<file path="config.mk">
export PLATFORM = sky130hd
export DESIGN_NAME = lcf_csr
export DESIGN_NICKNAME = d
export VERILOG_FILES = /design/src/sv/lcf_pkg.sv /design/src/sv/lcf_csr.sv
export SDC_FILE = /design/constraint.sdc
export NUM_CORES = 1
export LEC_CHECK = 0
export BUFFER_PORTS_ARGS = -buffer_cell sky130_fd_sc_hd__buf_2
export CAP_MARGIN = 25
export CORE_MARGIN = 2
export CORE_UTILIZATION = 40
export CTS_CLUSTER_SIZE = 12
export DETAILED_ROUTE_END_ITERATION = 7
export PLACE_DENSITY = 0.71
export SLEW_MARGIN = 25
export SYNTH_ARGS = -nofsm -noshare
export SYNTH_HDL_FRONTEND = slang
export SYNTH_SLANG_ARGS = --single-unit
</file>
<file path="constraint.sdc">
create_clock -name clock -period 1.2 [get_ports clock]
set_clock_uncertainty 0.15 [all_clocks]
set_input_delay 0 -clock clock [delete_from_list [all_inputs] [get_ports clock]]
set_output_delay 0 -clock clock [all_outputs]
set_load 0.005 [all_outputs]
</file>
<file path="src/sv/lcf_pkg.sv">
// ----------------------------------------------------------------------------
// lcf_pkg: shared types and constants for the linear convolution FIR
// Port payload structs, register map, flow control struct and fixed widths.
// ----------------------------------------------------------------------------
package lcf_pkg;

   // fixed field widths
   localparam int SAMPLE_W       = 16;
   localparam int RESULT_W       = 35;
   localparam int COEF_W         = 16;
   localparam int COEFS_PER_WORD = 4;
   localparam int TAP_COUNT_W    = 4;

   // configuration port
   localparam int CSR_ADDR_W = 5;
   localparam int CSR_DATA_W = 64;
   localparam int CSR_IDX_LO = 3;

   localparam logic [TAP_COUNT_W-1:0] TAP_COUNT_RESET = 4'd8;

   // parameter defaults for the top level
   localparam int TAPS_DEFAULT        = 8;
   localparam int SAMPLE_BITS_DEFAULT = 16;

   // register index (byte address / 8)
   typedef enum logic [1:0] {
      REG_COEF_LOW  = 2'd0,
      REG_COEF_HIGH = 2'd1,
      REG_TAP_COUNT = 2'd2
   } reg_index_type;

   // input item
   typedef struct packed {
      logic signed [SAMPLE_W-1:0] sample;
      logic                       seq_last;
   } req_type;

   // result item
   typedef struct packed {
      logic signed [RESULT_W-1:0] result;
      logic                       result_last;
   } rsp_type;

   // per-stage flow control
   typedef struct packed {
      logic valid;
      logic last;
   } flow_type;

   // coefficient and tap count registers
   typedef struct packed {
      logic [CSR_DATA_W-1:0]  coef_word_low;
      logic [CSR_DATA_W-1:0]  coef_word_high;
      logic [TAP_COUNT_W-1:0] tap_count;
   } cfg_type;

endpackage

</file>
<file path="src/sv/lcf_csr.sv">
// ----------------------------------------------------------------------------
// lcf_csr: configuration registers
// APB-style register file holding the two coefficient words and tap count.
// ----------------------------------------------------------------------------
module lcf_csr (
   input  logic                              clock,
   input  logic                              reset,
   input  logic                              psel,
   input  logic                              penable,
   input  logic                              pwrite,
   input  logic [lcf_pkg::CSR_ADDR_W-1:0]    paddr,
   input  logic [lcf_pkg::CSR_DATA_W-1:0]    pwdata,
   output logic [lcf_pkg::CSR_DATA_W-1:0]    prdata,
   output logic                              pready,
   output lcf_pkg::cfg_type                  cfg
);

   logic [1:0]            reg_idx;
   logic                  wr_en;
   lcf_pkg::cfg_type      cfg_ff;
   lcf_pkg::cfg_type      cfg_in;

   assign pready  = 1'b1;
   assign reg_idx = paddr[lcf_pkg::CSR_ADDR_W-1:lcf_pkg::CSR_IDX_LO];
   assign wr_en   = psel && penable && pwrite;
   assign cfg     = cfg_ff;

   // register write decode; unknown index is dropped
   always_comb begin
      cfg_in = cfg_ff;
      if (wr_en) begin
         unique case (reg_idx)
            lcf_pkg::REG_COEF_LOW:  cfg_in.coef_word_low  = pwdata;
            lcf_pkg::REG_COEF_HIGH: cfg_in.coef_word_high = pwdata;
            lcf_pkg::REG_TAP_COUNT:
               cfg_in.tap_count = pwdata[lcf_pkg::TAP_COUNT_W-1:0];
            default: ;
         endcase
      end
   end

   // read mux
   always_comb begin
      unique case (reg_idx)
         lcf_pkg::REG_COEF_LOW:  prdata = cfg_ff.coef_word_low;
         lcf_pkg::REG_COEF_HIGH: prdata = cfg_ff.coef_word_high;
         lcf_pkg::REG_TAP_COUNT:
            prdata = lcf_pkg::CSR_DATA_W'(cfg_ff.tap_count);
         default: prdata = '0;
      endcase
   end

   always_ff @(posedge clock) begin
      if (reset) begin
         cfg_ff.coef_word_low  <= '0;
         cfg_ff.coef_word_high <= '0;
         cfg_ff.tap_count      <= lcf_pkg::TAP_COUNT_RESET;
      end else begin
         cfg_ff <= cfg_in;
      end
   end

endmodule

</file>
==> out/qor.yml <==
status:
  status: "finished, violations left"
  failed_checks: "negative setup slack"
power:
  vdd_drop_max_mv: 0.904
  p_seq_frac: 0.408
  p_int_mw: 8.56
  clkPwrFrac: 0.496
  fin_total_pwr_mw: 11.0
  p_sw_mw: 2.45
  combPwrFrac: 0.096
  switching_share: 0.222
  p_leak_nw: 5.32
  powerDensity_mw_per_mm2: 1080
clock_network:
  cts_buffer_depth: 2
  ctsRootBufferMaster: "clkbuf_16"
  cts.htree.levels: 4
  clkTransAtPathRegs_ps: 60
  cts_buffers: 17
  cts_tree: "built"
  clkSinkCount: 132
  clk_latency_ps: 410
worst_setup_path:
  path_delay_family: "flip-flops"
  reg2reg_depth: 3
  r2r_slack_ps: 330
  cp_num_buf_inv: 1
  crit_path_start_kind: "flop"
  crit_type: "reg -> out"
  arrival_ps: 1130
  worstPathMaxFanout: 3
  cp_slowest_cell: "dfxtp_2"
  cp.required_ps: 1050
  r2r-start: "cfg[32]"
  crit_chain: "mux2i_1 -> nor2_1 -> buf_2"
  cp-end-kind: "primary output"
  critPathMaxStageDelay_ps: 330
  timing.rr.end: "cfg[32]"
routing:
  dr_total_vias: 6108
  routed_wl_mm: 19.1
  dr.pass1.iters: 6
  dr.first_iter.drc_count: 182
  drc_errors: 0
  wire_per_inst_um: 14.8
  antenna_left: 0
  viasPerCell: 4.71
die:
  ios: 271
  core_area_mm2: 0.0158
  die_height_um: 131
  start_util: 0.408
  die-area_mm2: 0.0172
  rows: 46
  die_width_um: 131
flow_run:
  cap_viol_max_count: 0
worst_hold_path:
  hold_path.class: "in -> reg"
  whs_endpoint: "cfg[129]"
  whs_path_depth: 3
  min-delay-start: "paddr[3]"
logic_synthesis:
  synth_fp_nets: 726
  yosys.area.top_type: "dfxtp_1"
  syn_area_per_cell_um2: 9.91
  syn_area_mm2: 0.00646
  yosysWarnings: 0
  ys_types: 19
  synth_area_leaders: "dfxtp_1 (41%), mux2i_1 (30%), nand2b_1 (19%)"
  ys_ff_latch: 132
  ys_seq_area_frac: 0.409
  synth.top_cell.area_share: 0.409
  syn_inst: 652
global_route:
  overflow: 0
  grt_max_degree: 82
  grt_antenna_before_repair: 0
  met1_usage: 0.244
  use_met3: 0.0467
  grt_usage: 0.218
  use_met2: 0.394
  grt_pass1_vias: 6082
  grt_pass1_wl_mm: 30.6
  top_usage_layer: "met2"
timing:
  hold_violations: 0
  rsz0062_at_grt: "true"
  maxSlewViolCount: 0
  worst_slack_ps: -80.1
  fin_crit_ps: 1280
  fmax_ghz: 0.781
  period_share: 1.07
  setup_viol: 29
  fin_tns_setup_ps: -557
cells_and_area:
  drive_gt1_frac: 0.500
  layout.nets: 1141
  area_growth_pct: 57.8
  largest_reg_flops: 132
  antennaDiodeCount: 0
  finalNonFillerCells: 1296
  post-route-util: 0.644
place:
  post-dp-hpwl_mm: 11.7
  routabilityCongestion: 0.782
  dp_cells: 1106
  place_ws_ps: -131
  io_buffers: 266
[power groups by stage]
stage / clock network (mW) / registers (mW) / logic (mW)
global placement: 0 / 4.58 / 0.797
finish: 5.45 / 4.49 / 1.06
global route: 5.78 / 4.49 / 1.14
detailed placement: 0 / 4.58 / 0.803
floorplan: 0 / 4.58 / 0.489
CTS: 5.57 / 4.49 / 1.04
[repair_timing]
action,4_1_cts,5_1_grt
endpoints found under the setup margin,64,70
pin swaps,2,11
hold endpoints to repair,132,4
hold buffers,65,3
buffers inserted,84,6
gates resized for setup,120,9
[worst max-delay path by stage]
stage            endpoint  cells past startpoint  slack (ps)    start
2_1_floorplan     cfg[10]                      5          50   pwrite
3_3_place_gp      cfg[34]                      5         -90   pwrite
3_5_place_dp      cfg[87]                      7        -130   pwrite
4_1_cts         prdata[1]                      3         -80  cfg[69]
5_1_grt        prdata[29]                      3        -130  cfg[97]
6_report       prdata[25]                      3         -80  cfg[93]
[logic make-up (layout without fill, tap and decap cells)]
group / Yosys count / count (layout) / synth area share
simple gates: 268 / 268 / 0.235
mux: 196 / 196 / 0.304
flops: 132 / 132 / 0.409
buf+inv: 51 / 479 / 0.0488
compound gates: 4 / 4 / 0.00310
other cells: 1 / 1 / 0.000580
[worst reg2reg max path, cell delays in order, from the launching register on]
cell and delay [ps]:
dfxtp_2 320, buf_4 130, nand2b_1 80, mux2i_1 70
[metal layers]
| layer | routed length (um) | share of wire |
|---|---|---|
| met1 | 7810 | 0.41 |
| met5 | 0 | 0 |
| met2 | 9880 | 0.52 |
| met3 | 858 | 0.045 |
| met4 | 564 | 0.030 |
[placed cells by master (no fill, tap or decap), types with 2 or more instances in the layout]
cell / count
buf_12: 9
buf_2: 264
buf_4: 105
bufinv_16: 3
clkbuf_16: 17
clkbuf_8: 4
clkinv_2: 2
clkinv_4: 2
clkinvlp_4: 3
dfxtp_1: 8
dfxtp_2: 124
dlygate4sd3_1: 68
mux2i_1: 196
nand2_1: 4
nand2b_1: 195
nor2_1: 62
o21ai_1: 4
[through the flow]
| stage | cell area (um^2) | hold WS, ps |
|---|---|---|
| after floorplan | 6460 | 11.4 |
| after global placement | 8050 | 122 |
| after detailed placement | 8050 | 144 |
| after CTS | 10100 | -141 |
| after global routing | 10200 | 27.0 |
| final | 10200 | 14.5 |
[Yosys cell counts (all sizes together)]
cell type,instances
o21ai,4
clkbuf,29
conb,1
nand3,1
nor2b,1
buf,22
nor3b,1
nand4,1
nand2b,195
or3,1
nor3,1
nor2,62
or3b,1
nand2,4
mux2i,196
dfxtp,132
[area by class of cell]
cell class                      instances  area (um^2)
Fill cell                            1228         5630
Multi-Input combinational cell        469         3520
Timing Repair Buffer                  447         2980
Sequential cell                       132         2800
Clock buffer                           21          480
Tap cell                              216          270
Clock inverter                         11          149
No activity file was read; power rests on OpenSTA's default activity.
