$ cat src/sv/lcf_pkg.sv
// ----------------------------------------------------------------------------
// lcf_pkg: shared types and constants for the linear convolution FIR
// Port payload structs, register map, flow control struct and fixed widths.
// ----------------------------------------------------------------------------
package lcf_pkg;

   // fixed field widths
   localparam int SAMPLE_W       = 16;
   localparam int RESULT_W       = 35;
   localparam int COEF_W         = 16;
   localparam int COEFS_PER_WORD = 4;
   localparam int TAP_COUNT_W    = 4;

   // configuration port
   localparam int CSR_ADDR_W = 5;
   localparam int CSR_DATA_W = 64;
   localparam int CSR_IDX_LO = 3;

   localparam logic [TAP_COUNT_W-1:0] TAP_COUNT_RESET = 4'd8;

   // parameter defaults for the top level
   localparam int TAPS_DEFAULT        = 8;
   localparam int SAMPLE_BITS_DEFAULT = 16;

   // register index (byte address / 8)
   typedef enum logic [1:0] {
      REG_COEF_LOW  = 2'd0,
      REG_COEF_HIGH = 2'd1,
      REG_TAP_COUNT = 2'd2
   } reg_index_type;

   // input item
   typedef struct packed {
      logic signed [SAMPLE_W-1:0] sample;
      logic                       seq_last;
   } req_type;

   // result item
   typedef struct packed {
      logic signed [RESULT_W-1:0] result;
      logic                       result_last;
   } rsp_type;

   // per-stage flow control
   typedef struct packed {
      logic valid;
      logic last;
   } flow_type;

   // coefficient and tap count registers
   typedef struct packed {
      logic [CSR_DATA_W-1:0]  coef_word_low;
      logic [CSR_DATA_W-1:0]  coef_word_high;
      logic [TAP_COUNT_W-1:0] tap_count;
   } cfg_type;

endpackage

$ cat src/sv/lcf_feed.sv
// ----------------------------------------------------------------------------
// lcf_feed: sample history and tail sequencer
// Builds the tap window for each result, shifts the delay line, inserts the
// zero-fed tail after the last sample and registers the masked taps.
// ----------------------------------------------------------------------------
module lcf_feed #(
   parameter int TAPS        = lcf_pkg::TAPS_DEFAULT,
   parameter int SAMPLE_BITS = lcf_pkg::SAMPLE_BITS_DEFAULT
) (
   input  logic                                  clock,
   input  logic                                  reset,
   input  logic                                  req_valid,
   output logic                                  req_stall,
   input  lcf_pkg::req_type                      req_data,
   input  logic [lcf_pkg::TAP_COUNT_W-1:0]       tap_count,
   input  logic                                  mac_ready,
   output lcf_pkg::flow_type                     tap_ctl,
   output logic [TAPS-1:0][SAMPLE_BITS-1:0]      taps
);

   localparam int TailW = $clog2(TAPS);
   localparam logic [lcf_pkg::TAP_COUNT_W-1:0] TapsMax = lcf_pkg::TAP_COUNT_W'(TAPS);

   logic [TAPS-2:0][SAMPLE_BITS-1:0] hist_ff, hist_in;
   logic [TAPS-1:0][SAMPLE_BITS-1:0] taps_ff, taps_in;
   logic [TAPS-1:0][SAMPLE_BITS-1:0] window;
   lcf_pkg::flow_type                a_ctl_ff, a_ctl_in;
   logic                             flush_ff, flush_in;
   logic [TailW-1:0]                 tail_ff, tail_in;
   logic [lcf_pkg::TAP_COUNT_W-1:0]  m_use;
   logic                             ready_a;
   logic                             take;
   logic                             issue;
   logic                             issue_last;

   assign tap_ctl = a_ctl_ff;
   assign taps    = taps_ff;

   // taps in use: zero counts as one, above TAPS saturates
   always_comb begin
      priority if (tap_count == '0)
         m_use = lcf_pkg::TAP_COUNT_W'(1);
      else if (tap_count > TapsMax)
         m_use = TapsMax;
      else
         m_use = tap_count;
   end

   // handshake; tail cycles hold off new samples
   assign ready_a   = !a_ctl_ff.valid || mac_ready;
   assign req_stall = flush_ff || !ready_a;
   assign take      = req_valid && !req_stall;
   assign issue     = ready_a && (flush_ff || req_valid);

   assign issue_last = flush_ff ? (tail_ff == TailW'(1))
                                : (req_data.seq_last && (m_use == lcf_pkg::TAP_COUNT_W'(1)));

   // window: newest sample (zero during tail) then history
   always_comb begin
      window[0] = flush_ff ? '0 : SAMPLE_BITS'($unsigned(req_data.sample));
      for (int k = 1; k < TAPS; k++) begin
         window[k] = hist_ff[k-1];
      end
   end

   // mask unused taps
   always_comb begin
      for (int k = 0; k < TAPS; k++) begin
         taps_in[k] = (lcf_pkg::TAP_COUNT_W'(k) < m_use) ? window[k] : '0;
      end
   end

   // delay line: shift on each issued result, clear after the final one
   always_comb begin
      hist_in = hist_ff;
      if (issue) begin
         if (issue_last) begin
            hist_in = '0;
         end else begin
            hist_in[0] = window[0];
            for (int k = 1; k < TAPS - 1; k++) begin
               hist_in[k] = hist_ff[k-1];
            end
         end
      end
   end

   // tail sequencer
   always_comb begin
      flush_in = flush_ff;
      tail_in  = tail_ff;
      if (take && req_data.seq_last && (m_use != lcf_pkg::TAP_COUNT_W'(1))) begin
         flush_in = 1'b1;
         tail_in  = TailW'(m_use - lcf_pkg::TAP_COUNT_W'(1));
      end else if (flush_ff && issue) begin
         tail_in = tail_ff - TailW'(1);
         if (issue_last) begin
            flush_in = 1'b0;
         end
      end
   end

   // tap register control
   always_comb begin
      a_ctl_in = a_ctl_ff;
      if (ready_a) begin
         a_ctl_in.valid = issue;
         a_ctl_in.last  = issue_last;
      end
   end

   always_ff @(posedge clock) begin
      if (reset) begin
         hist_ff  <= '0;
         a_ctl_ff <= '0;
         flush_ff <= 1'b0;
         tail_ff  <= '0;
      end else begin
         hist_ff  <= hist_in;
         a_ctl_ff <= a_ctl_in;
         flush_ff <= flush_in;
         tail_ff  <= tail_in;
      end
   end

   // tap payload
   always_ff @(posedge clock) begin
      if (issue) begin
         taps_ff <= taps_in;
      end
   end

   // tail cycles never take a sample
   a_flush_stalls: assert property (@(posedge clock) disable iff (reset)
      flush_ff |-> req_stall)
      else $error("sample accepted during tail");

   // final result of a sequence leaves the history clear
   a_hist_cleared: assert property (@(posedge clock) disable iff (reset)
      (issue && issue_last) |=> (hist_ff == '0))
      else $error("history not cleared after sequence end");

   // tail in progress always has results left
   a_tail_nonzero: assert property (@(posedge clock) disable iff (reset)
      flush_ff |-> (tail_ff != '0))
      else $error("tail counter empty during tail");

endmodule

$ cat config.mk
export PLATFORM = sky130hd
export DESIGN_NAME = lcf_feed
export DESIGN_NICKNAME = d
export VERILOG_FILES = /design/src/sv/lcf_pkg.sv /design/src/sv/lcf_feed.sv
export SDC_FILE = /design/constraint.sdc
export NUM_CORES = 1
export LEC_CHECK = 0
export ABC_AREA = 1
export BUFFER_PORTS_ARGS = -buffer_cell sky130_fd_sc_hd__clkbuf_2
export CORE_MARGIN = 8
export CORE_UTILIZATION = 35
export DETAILED_ROUTE_END_ITERATION = 12
export GPL_TIMING_DRIVEN = 0
export PLACE_DENSITY = 0.57
export RECOVER_POWER = 50
export SETUP_SLACK_MARGIN = 0.2
export SYNTH_ARGS = -nofsm -noshare
export SYNTH_HDL_FRONTEND = slang
export SYNTH_SLANG_ARGS = --single-unit
$ cat constraint.sdc
create_clock -name clock -period 4.3 [get_ports clock]
set_input_delay 0.86 -clock clock [delete_from_list [all_inputs] [get_ports clock]]
set_output_delay 0.86 -clock clock [all_outputs]
set_load 0.02 [all_outputs]
==> flow_metrics.py, run 1 <==
metrics = {
    "detailed_routing": {
        "dr.pass1.iters": 5,
        "routedWlPerCell_um": 16.5,
        "drtIter0Drc": 424,
        "drt_wl_total_mm": 25.9,
        "vias": 7327,
        "via_per_inst": 4.66,
        "drt.antenna.violating_nets": 0,
        "drt_drc_violations_left": 0,
    },
    "power": {
        "internal-power_uw": 4300,
        "pwr-share-seq_pct": 48.4,
        "p_leak_uw": 0.00466,
        "power_switching_uw": 1640,
        "vdd_drop_max_mv": 0.293,
        "clkPwrFrac_pct": 37.9,
        "p_sw_share_pct": 27.6,
        "power_density_nw_per_um2": 494,
        "share_comb_of_total_power_pct": 13.8,
    },
    "die": {
        "start_util_pct": 35.5,
        "die-width_um": 187,
        "die_area_sq_um": 34900,
        "io_pins": 156,
        "core_sq_um": 28800,
        "row_count": 62,
        "die_h_um": 187,
    },
    "synthesis": {
        "yosysTopAreaCell": "edfxtp_1",
        "ys_ff_latch": 246,
        "synth_top_area_share_pct": 37.6,
        "ys_types": 27,
        "ys_async_sr_fraction_pct": 0,
        "yosysMostFrequentCell": "edfxtp_1",
        "synthFlopType": "edfxtp_1",
        "ys_top_cells_by_area": "edfxtp_1 38%, dfxtp_1 23%, nand3_2 7.0%, o21ai_0 5.5%, a21oi_2 5.3%",
        "synth.net_count": 1012,
        "synth_warnings": 0,
        "syn_area_sq_um": 10200,
        "synth.avg_cell_area_sq_um": 10.4,
        "yosys-top-cells-count": "128 x edfxtp_1, 126 x inv_1, 118 x dfxtp_1, 118 x nor2_1, 113 x o21ai_0",
        "synth-edff-count": 128,
        "synth-seq-area-share_pct": 60.7,
        "postSynthCellCount": 983,
    },
    "global_route": {
        "grt_max_degree": 86,
        "antenna_found_initial": 0,
        "grt_pass1_vias": 7405,
        "grt.overflow.total": 0,
        "grt_pass1_wl_mm": 40.9,
        "grt_usage_pct": 14.3,
    },
    "cells_and_area": {
        "antenna_cells": 0,
        "area_delta_synth_final_pct": 17.6,
        "drive_above_1_share_pct": 19.3,
        "final_cell_count_no_fill": 1572,
        "finish.utilization_pct": 41.8,
        "layout.nets": 1197,
        "design_area_sq_um": 12000,
    },
    "clocking": {
        "cts_setup_buffers": 0,
        "numClockSinks": 246,
        "numCtsBuffers": 27,
        "clkLatencyLatePin_ns": 0.55,
        "cts_root_buf": "clkbuf_16",
        "clk_path_buf_depth": 3,
        "cts-resized-gates": 0,
        "cts.reportedPaths.clkPinSlew_ns": 0.06,
        "cts_hold_buf": 0,
        "cts_tree": "yes",
        "htreeDepth": 1,
    },
    "critical_path": {
        "endpoint_kind": "flip-flop",
        "worst-setup-path-type": "in -> reg",
        "required_ns": 4.72,
        "worstPathMaxFanout": 10,
        "startpoint_type": "input port",
        "crit_arrival_ns": 3.04,
    },
    "timing": {
        "period_share_pct": 60.9,
        "final-hold-violation-count": 0,
        "setup_viol": 0,
        "fin_crit_ns": 2.62,
        "fmax_ghz": 0.382,
        "finalClockSkew_ns": 0.0151,
        "rsz0062_at_grt": "false",
        "drv_slew": 0,
        "worstMarginPinSlew_ns": 0.821,
        "max_slew_margin_pct": 45.3,
    },
    "placed_design": {
        "dp.cells": 1523,
        "placed_area_sq_um": 11500,
        "portBuffers": 155,
        "hpwl_mm": 18.8,
        "gp_congestion": 0.811,
    },
    "hold_path": {
        "hold_class": "reg -> reg",
    },
    "run": {
        "drv_cap": 0,
    },
    "status": {
        "status": "finished, final reports clean",
    },
}
-- cell type report --
cell class	count	area, sq um
buffer	71	320
clock inverter	8	52.6
fill	2972	16700
timing repair buffer	156	664
sequential	246	6210
tap	384	480
clock buffer	41	825
inverter	131	492
multi-input combinational	535	2990
-- logic make-up (layout without fill, tap and decap cells) --
group                    Yosys count  in the layout  share of synthesized area, %
adder cells (fa/ha/maj)            4              4                         0.489
buffers and inverters            202            407                          8.59
flip-flops                       246            246                          60.7
AO/OA/AOI/OAI                    233            233                          13.8
XOR/XNOR                           1              1                        0.0857
AND/OR/NAND/NOR                  297            297                          16.3
-- power by group through the flow --
| stage | combinational, uW | clock [uW] | sequential (uW) |
|---|---|---|---|
| floorplan | 439 | 0 | 3050 |
| global placement | 859 | 0 | 2940 |
| detailed placement | 874 | 0 | 2930 |
| CTS | 879 | 2300 | 2880 |
| global route | 915 | 2390 | 2900 |
| finish | 819 | 2250 | 2870 |
-- path summary, 6_finish.rpt --
| kind | from | end | slack [ns] | cells after the start |
|---|---|---|---|---|
| hold reg to reg | tap_ctl[0] | tap_ctl[0] | 0.47 | 2 |
| hold / removal | tap_ctl[0] | tap_ctl[0] | 0.47 | 2 |
| setup reg to reg | tap_ctl[1] | taps[54] | 1.93 | 6 |
| setup / recovery | tap_count[2] | hist_ff[27] | 1.68 | 9 |
-- registers in the layout (all words and copies together) (netlist names) --
register	flops
hist_ff	112
flush_ff	1
tail_ff	3
tap_ctl	2
taps	128
-- worst max-delay path, stage by stage --
cell      delay (ns)
clkbuf_1        0.14
nor2_1          0.63
nand2_4         0.10
nor2_1          0.13
nand2_1         0.18
clkbuf_1        0.36
clkbuf_1        0.37
nand3_1         0.19
a21oi_2         0.06
-- cell usage in the layout (no fill, tap or decap), types with 2 or more instances in the layout --
master     count
buf_2         25
buf_6          2
a31oi_1        2
clkbuf_16     29
nand2_4        2
ha_1           4
a21oi_1       65
clkbuf_8       5
o21ai_0      113
clkbuf_2      44
nand3_2       54
clkinv_1       2
nand2_1       51
clkbuf_1     153
inv_2          5
clkinv_2       5
inv_1        126
dfxtp_1      118
buf_1          6
nand3_1       66
nor2_1       121
a21oi_2       52
edfxtp_1     128
buf_4          2
-- per-layer routing --
metal	GRT usage (%)	up-vias	share of wire, %	routed length (um)
met5	0	-	0	0
met2	23.1	196	46	11800
li1	-	3666	-	-
met4	3.27	0	2.1	542
met1	18.8	3425	46	11800
met3	3.82	40	6.6	1700
-- stage by stage --
stage | TNS [ns] | power (uW) | hold WS, ns | worst slack (ns)
after floorplan | 0 | 3480 | 0.459 | 0.856
after global placement | -37.85 | 3790 | 0.456 | -0.298
after detailed placement | 0 | 3800 | 0.458 | 1.20
after CTS | 0 | 6050 | 0.466 | 1.64
after global routing | 0 | 6200 | 0.478 | 1.44
final | 0 | 5940 | 0.467 | 1.68
Power figures use the tool's default switching activity.
==> run 2: changes to the inputs <==
--- a/config.mk
+++ b/config.mk
@@ -11,7 +11,7 @@
 export CORE_UTILIZATION = 35
 export DETAILED_ROUTE_END_ITERATION = 12
 export GPL_TIMING_DRIVEN = 0
-export PLACE_DENSITY = 0.57
+export PLACE_DENSITY = 0.58
 export RECOVER_POWER = 50
 export SETUP_SLACK_MARGIN = 0.2
 export SYNTH_ARGS = -nofsm -noshare
==> constraint.sdc (replaced) <==
create_clock -name clock -period 2.2 [get_ports clock]
set_input_delay 0.44 -clock clock [delete_from_list [all_inputs] [get_ports clock]]
set_output_delay 0.44 -clock clock [all_outputs]
set_load 0.02 [all_outputs]
==> run 2 against run 1 <==
Against the previous run: die area unchanged; cell count hardly changed; sequential share of layout area decreased by 0.89 points; largest cell class unchanged; highest routed layer unchanged.
==> flow_metrics.py, run 2 (synthesis gave the netlist of run 1 again) <==
metrics = {
    "status": {
        "status": "finished, final reports clean",
    },
    "power": {
        "share_comb_of_total_power_pct": 13.9,
        "clkPwrFrac_pct": 38.3,
        "power_uw": 11700,
        "vdd_drop_max_mv": 0.550,
        "internal-power_uw": 8540,
        "power_density_nw_per_um2": 959,
        "p_leak_uw": 0.00466,
        "power_switching_uw": 3210,
        "pwr-share-seq_pct": 47.8,
        "p_sw_share_pct": 27.3,
    },
    "cells_and_area": {
        "drive_above_1_share_pct": 20.4,
        "largest_reg_flops": 128,
        "layout_common_cells": "166 x clkbuf_1, 128 x edfxtp_1, 127 x inv_1",
        "mostFrequentLayoutCell": "clkbuf_1",
        "finish.utilization_pct": 42.5,
        "layout.nets": 1197,
        "antenna_cells": 0,
        "fillers": 2934,
        "design_area_sq_um": 12200,
        "area_delta_synth_final_pct": 19.7,
    },
    "die": {
        "die_area_sq_um": 34900,
        "die_h_um": 187,
        "row_count": 62,
        "io_pins": 156,
        "start_util_pct": 35.5,
        "die-width_um": 187,
        "core_sq_um": 28800,
    },
    "run": {
        "drv_cap": 0,
    },
    "timing": {
        "worstMarginPinSlew_ns": 0.760,
        "setup_slack_ns": 0.221,
        "final-hold-violation-count": 0,
        "fin_crit_ns": 1.98,
        "setup_viol": 0,
        "finalClockSkew_ns": 0.0161,
        "fmax_ghz": 0.505,
        "period_share_pct": 89.9,
        "max_slew_margin_pct": 49.3,
        "rsz0062_at_grt": "false",
        "drv_slew": 0,
    },
    "placed_design": {
        "portBuffers": 155,
        "gp_congestion": 0.805,
        "dp_slack_ns": -0.350,
        "hpwl_mm": 18.4,
        "placed_area_sq_um": 11500,
    },
    "clocking": {
        "clk_path_buf_depth": 3,
        "htreeDepth": 1,
        "cts_hold_buf": 0,
        "numCtsBuffers": 28,
        "cts.reportedPaths.clkPinSlew_ns": 0.06,
        "numClockSinks": 246,
        "cts_tree": "yes",
        "cts_root_buf": "clkbuf_16",
        "cts_setup_buffers": 0,
        "clkLatencyLatePin_ns": 0.54,
    },
    "critical_path": {
        "required_ns": 2.39,
        "r2r_slack_ns": 0.22,
        "ff2ff_path_depth": 5,
        "r2r_start": "tap_ctl[1]",
        "endpoint_kind": "flip-flop",
        "worst-setup-path-type": "reg -> reg",
        "rr_endpoint": "taps[59]",
        "startpoint_type": "flip-flop",
        "worstPathMaxFanout": 69,
        "crit_arrival_ns": 2.16,
    },
    "detailed_routing": {
        "drt_wl_total_mm": 25.8,
        "drtIter0Drc": 403,
        "vias": 7334,
        "drt.antenna.violating_nets": 0,
        "dr.pass1.iters": 5,
        "drt_drc_violations_left": 0,
        "via_per_inst": 4.66,
        "routedWlPerCell_um": 16.4,
    },
    "hold_path": {
        "min_from": "reset",
        "holdPathEnd": "flush_ff",
        "hold_class": "in -> reg",
        "min_path_cells": 2,
    },
    "global_route": {
        "grt.overflow.total": 0,
        "grt_max_degree": 70,
        "grt_usage_pct": 14.4,
        "grt_pass1_wl_mm": 41.3,
        "grt_pass1_vias": 7444,
        "antenna_found_initial": 0,
    },
}
[run 2: cell type report]
class | instances | area [sq um] | area share [%]
buffer | 70 | 399 | 3.26
inverter | 131 | 492 | 4.02
clock inverter | 10 | 109 | 0.889
sequential | 246 | 6210 | 50.7
tap | 384 | 480 | 3.92
multi-input combinational | 535 | 3130 | 25.6
clock buffer | 41 | 790 | 6.45
timing repair buffer | 156 | 638 | 5.21
[run 2: worst max-delay path by stage]
stage | startpoint | to | cells past startpoint
floorplan | mac_ready | taps[0] | 6
global placement | mac_ready | taps[110] | 7
detailed placement | mac_ready | taps[94] | 7
CTS | tap_ctl[1] | taps[34] | 5
global route | tap_count[2] | taps[39] | 8
finish | tap_ctl[1] | taps[59] | 5
[run 2: power groups by stage]
stage | Combinational (uW) | Sequential [uW] | Clock [uW]
floorplan | 863 | 5940 | 0
global placement | 1690 | 5710 | 0
detailed placement | 1690 | 5720 | 0
CTS | 1730 | 5620 | 4630
global route | 1820 | 5670 | 4800
finish | 1630 | 5610 | 4500
[run 2: critical path, cell delays in order, from the launching register on]
cell     delay [ns]
dfxtp_1        0.33
nand2_4        0.13
inv_2          0.05
a21oi_2        0.47
buf_6          0.28
buf_16         0.31
[run 2: per-layer routing]
metal	vias to the layer above	wire (um)	part of all wire (%)	track usage, %
li1	3659	-	-	-
met1	3429	11700	45	18.5
met2	204	12000	46	24.0
met3	42	1600	6.2	3.84
met4	0	560	2.2	3.08
met5	-	0	0	0
[run 2: per-stage QoR]
| step | hold slack (ns) | std cells | TNS [ns] |
|---|---|---|---|
| finish | 0.125 | 1573 | 0 |
| global route | 0.127 | 1573 | 0 |
| CTS | 0.101 | 1573 | 0 |
| detailed placement | 0.460 | 1522 | -47.54 |
| global placement | 0.456 | 1522 | -49.13 |
| floorplan | 0.459 | 983 | 0 |
[run 2: what timing repair did]
| action | 4_1_cts | 5_1_grt |
|---|---|---|
| endpoints found under the setup margin | 138 | 40 |
| cloned | 1 | 0 |
| resized for setup | 2 | 1 |
==> run 3: changes to the inputs <==
--- a/config.mk
+++ b/config.mk
@@ -11,6 +11,7 @@
 export CORE_UTILIZATION = 35
 export DETAILED_ROUTE_END_ITERATION = 12
 export GPL_TIMING_DRIVEN = 0
+export HOLD_SLACK_MARGIN = 0.15
 export PLACE_DENSITY = 0.58
 export RECOVER_POWER = 50
 export SETUP_SLACK_MARGIN = 0.2
==> run 3 against run 2 <==
Against the previous run: combinational power about the same; largest cell class unchanged; die area stayed put; routed wire length is essentially flat; worst hold slack improved by 0.045 ns; core utilization increased by 0.070 points; cell area increased by 0.16%; power hardly changed; sequential cell count is the same; sequential share of layout area decreased by 0.083 points; non-clock buffer count grew 2.
==> flow_metrics.py, run 3 (synthesis gave the netlist of run 1 again) <==
metrics = {
    "status": {
        "status": "finished, final reports clean",
    },
    "hold_path": {
        "hold_class": "in -> reg",
    },
    "timing": {
        "fin_crit_ns": 1.98,
        "max_slew_margin_pct": 49.3,
        "setup_viol": 0,
        "drv_slew": 0,
        "period_share_pct": 90.0,
        "fmax_ghz": 0.505,
        "final-hold-violation-count": 0,
        "rsz0062_at_grt": "false",
        "finalClockSkew_ns": 0.0150,
        "worstMarginPinSlew_ns": 0.760,
    },
    "critical_path": {
        "endpoint_kind": "flip-flop",
        "path_buf_inv": 3,
        "crit_arrival_ns": 2.17,
        "worst-setup-path-type": "reg -> reg",
        "startpoint_type": "flip-flop",
        "path_cells": "nand2_4 > inv_2 > a21oi_2 > buf_6 > buf_16",
        "worstPathMaxFanout": 69,
        "cp_slowest_cell": "a21oi_2",
        "slowest_delay_ns": 0.47,
        "required_ns": 2.39,
        "cp_top_family": "buffers and inverters",
    },
    "detailed_routing": {
        "drt.antenna.violating_nets": 0,
        "drtIter0Drc": 392,
        "drt_drc_violations_left": 0,
        "drt_wl_total_mm": 25.8,
        "routedWlPerCell_um": 16.4,
        "vias": 7359,
        "dr.pass1.iters": 4,
        "via_per_inst": 4.67,
    },
    "global_route": {
        "antenna_found_initial": 0,
        "grt_pass1_wl_mm": 41.3,
        "grt_pass1_vias": 7448,
        "grt.overflow.total": 0,
        "grt_usage_pct": 14.4,
        "grt_max_degree": 70,
    },
    "cells_and_area": {
        "drive_above_1_share_pct": 20.4,
        "seq_area_sq_um": 6210,
        "finish.utilization_pct": 42.6,
        "mostFrequentLayoutCell": "clkbuf_1",
        "antenna_cells": 0,
        "largest_reg_flops": 128,
        "layout_common_cells": "166 x clkbuf_1, 128 x edfxtp_1, 127 x inv_1",
        "fillers": 2933,
        "area_delta_synth_final_pct": 19.9,
        "final_cell_count_no_fill": 1575,
        "multiInputGateArea_sq_um": 3130,
        "layout.nets": 1199,
    },
    "die": {
        "core_sq_um": 28800,
        "die_h_um": 187,
        "die-width_um": 187,
        "row_count": 62,
        "die_area_sq_um": 34900,
        "start_util_pct": 35.5,
        "io_pins": 156,
    },
    "clocking": {
        "clkLatencyLatePin_ns": 0.54,
        "cts_tree": "yes",
        "htreeDepth": 1,
        "cts.reportedPaths.clkPinSlew_ns": 0.06,
        "cts_setup_buffers": 0,
        "numCtsBuffers": 28,
        "cts_root_buf": "clkbuf_16",
        "numClockSinks": 246,
        "clk_path_buf_depth": 3,
    },
    "run": {
        "drv_cap": 0,
    },
    "placed_design": {
        "hpwl_mm": 18.4,
        "portBuffers": 155,
        "gp_congestion": 0.805,
        "dp.cells": 1522,
    },
    "power": {
        "power_density_nw_per_um2": 958,
        "vdd_drop_max_mv": 0.551,
        "p_leak_uw": 0.00467,
    },
}
## run 3: cell types whose count changed in the layout (fill, tap and decap cells not counted), sizes merged
cell         change
dlygate4sd3      +2
## run 3: area by class of cell
class                      count  area share, %
sequential                   246           50.6
inverter                     131           4.01
multi-input combinational    535           25.5
clock buffer                  41           6.44
buffer                        70           3.26
clock inverter                10          0.888
timing repair buffer         158           5.37
tap                          384           3.92
## run 3: routing by layer
metal  GRT usage, %  up-vias  share of wire (%)
li1               -     3662                  -
met5              0        -                  0
met2           24.0      214                 46
met3           3.84       44                6.4
met1           18.5     3439                 45
met4           3.08        0                2.2
## run 3: worst min-delay path, delay by kind of cell
kind / cells / cell delay (ns)
AND/OR/NAND/NOR: 1 / 0.07
AO/OA/AOI/OAI: 1 / 0.04
buffers and inverters: 1 / 0.10
## run 3: path summary, 6_finish.rpt
check | cells after the start | endpoint | start | slack (ns)
max reg2reg | 5 | taps[59] | tap_ctl[1] | 0.22
min reg2reg | 2 | tap_ctl[0] | tap_ctl[0] | 0.47
min | 3 | hist_ff[8] | req_data[9] | 0.17
max | 5 | taps[59] | tap_ctl[1] | 0.22
## run 3: metrics by stage
| step | hold slack (ns) | power (uW) | setup WS [ns] | instance area, sq um | setup TNS [ns] |
|---|---|---|---|---|---|
| floorplan | 0.459 | 6810 | 0.283 | 10200 | 0 |
| global placement | 0.456 | 7400 | -0.360 | 11500 | -49.13 |
| detailed placement | 0.460 | 7410 | -0.350 | 11500 | -47.54 |
| CTS | 0.150 | 12000 | 0.230 | 12500 | 0 |
| global route | 0.160 | 12300 | 0.115 | 12300 | 0 |
| finish | 0.170 | 11700 | 0.219 | 12300 | 0 |
## run 3: power breakdown
group	total [uW]	internal, uW	switching [uW]
logic	1630	486	1140
clock network	4500	2710	1790
registers	5610	5350	266
total	11700	8540	3200
## run 3: what timing repair did
item,in CTS,in global routing
hold endpoints to repair,4,0
endpoints found under the setup margin,138,40
hold buffers,2,0
resized for setup,2,1
cloned,1,0
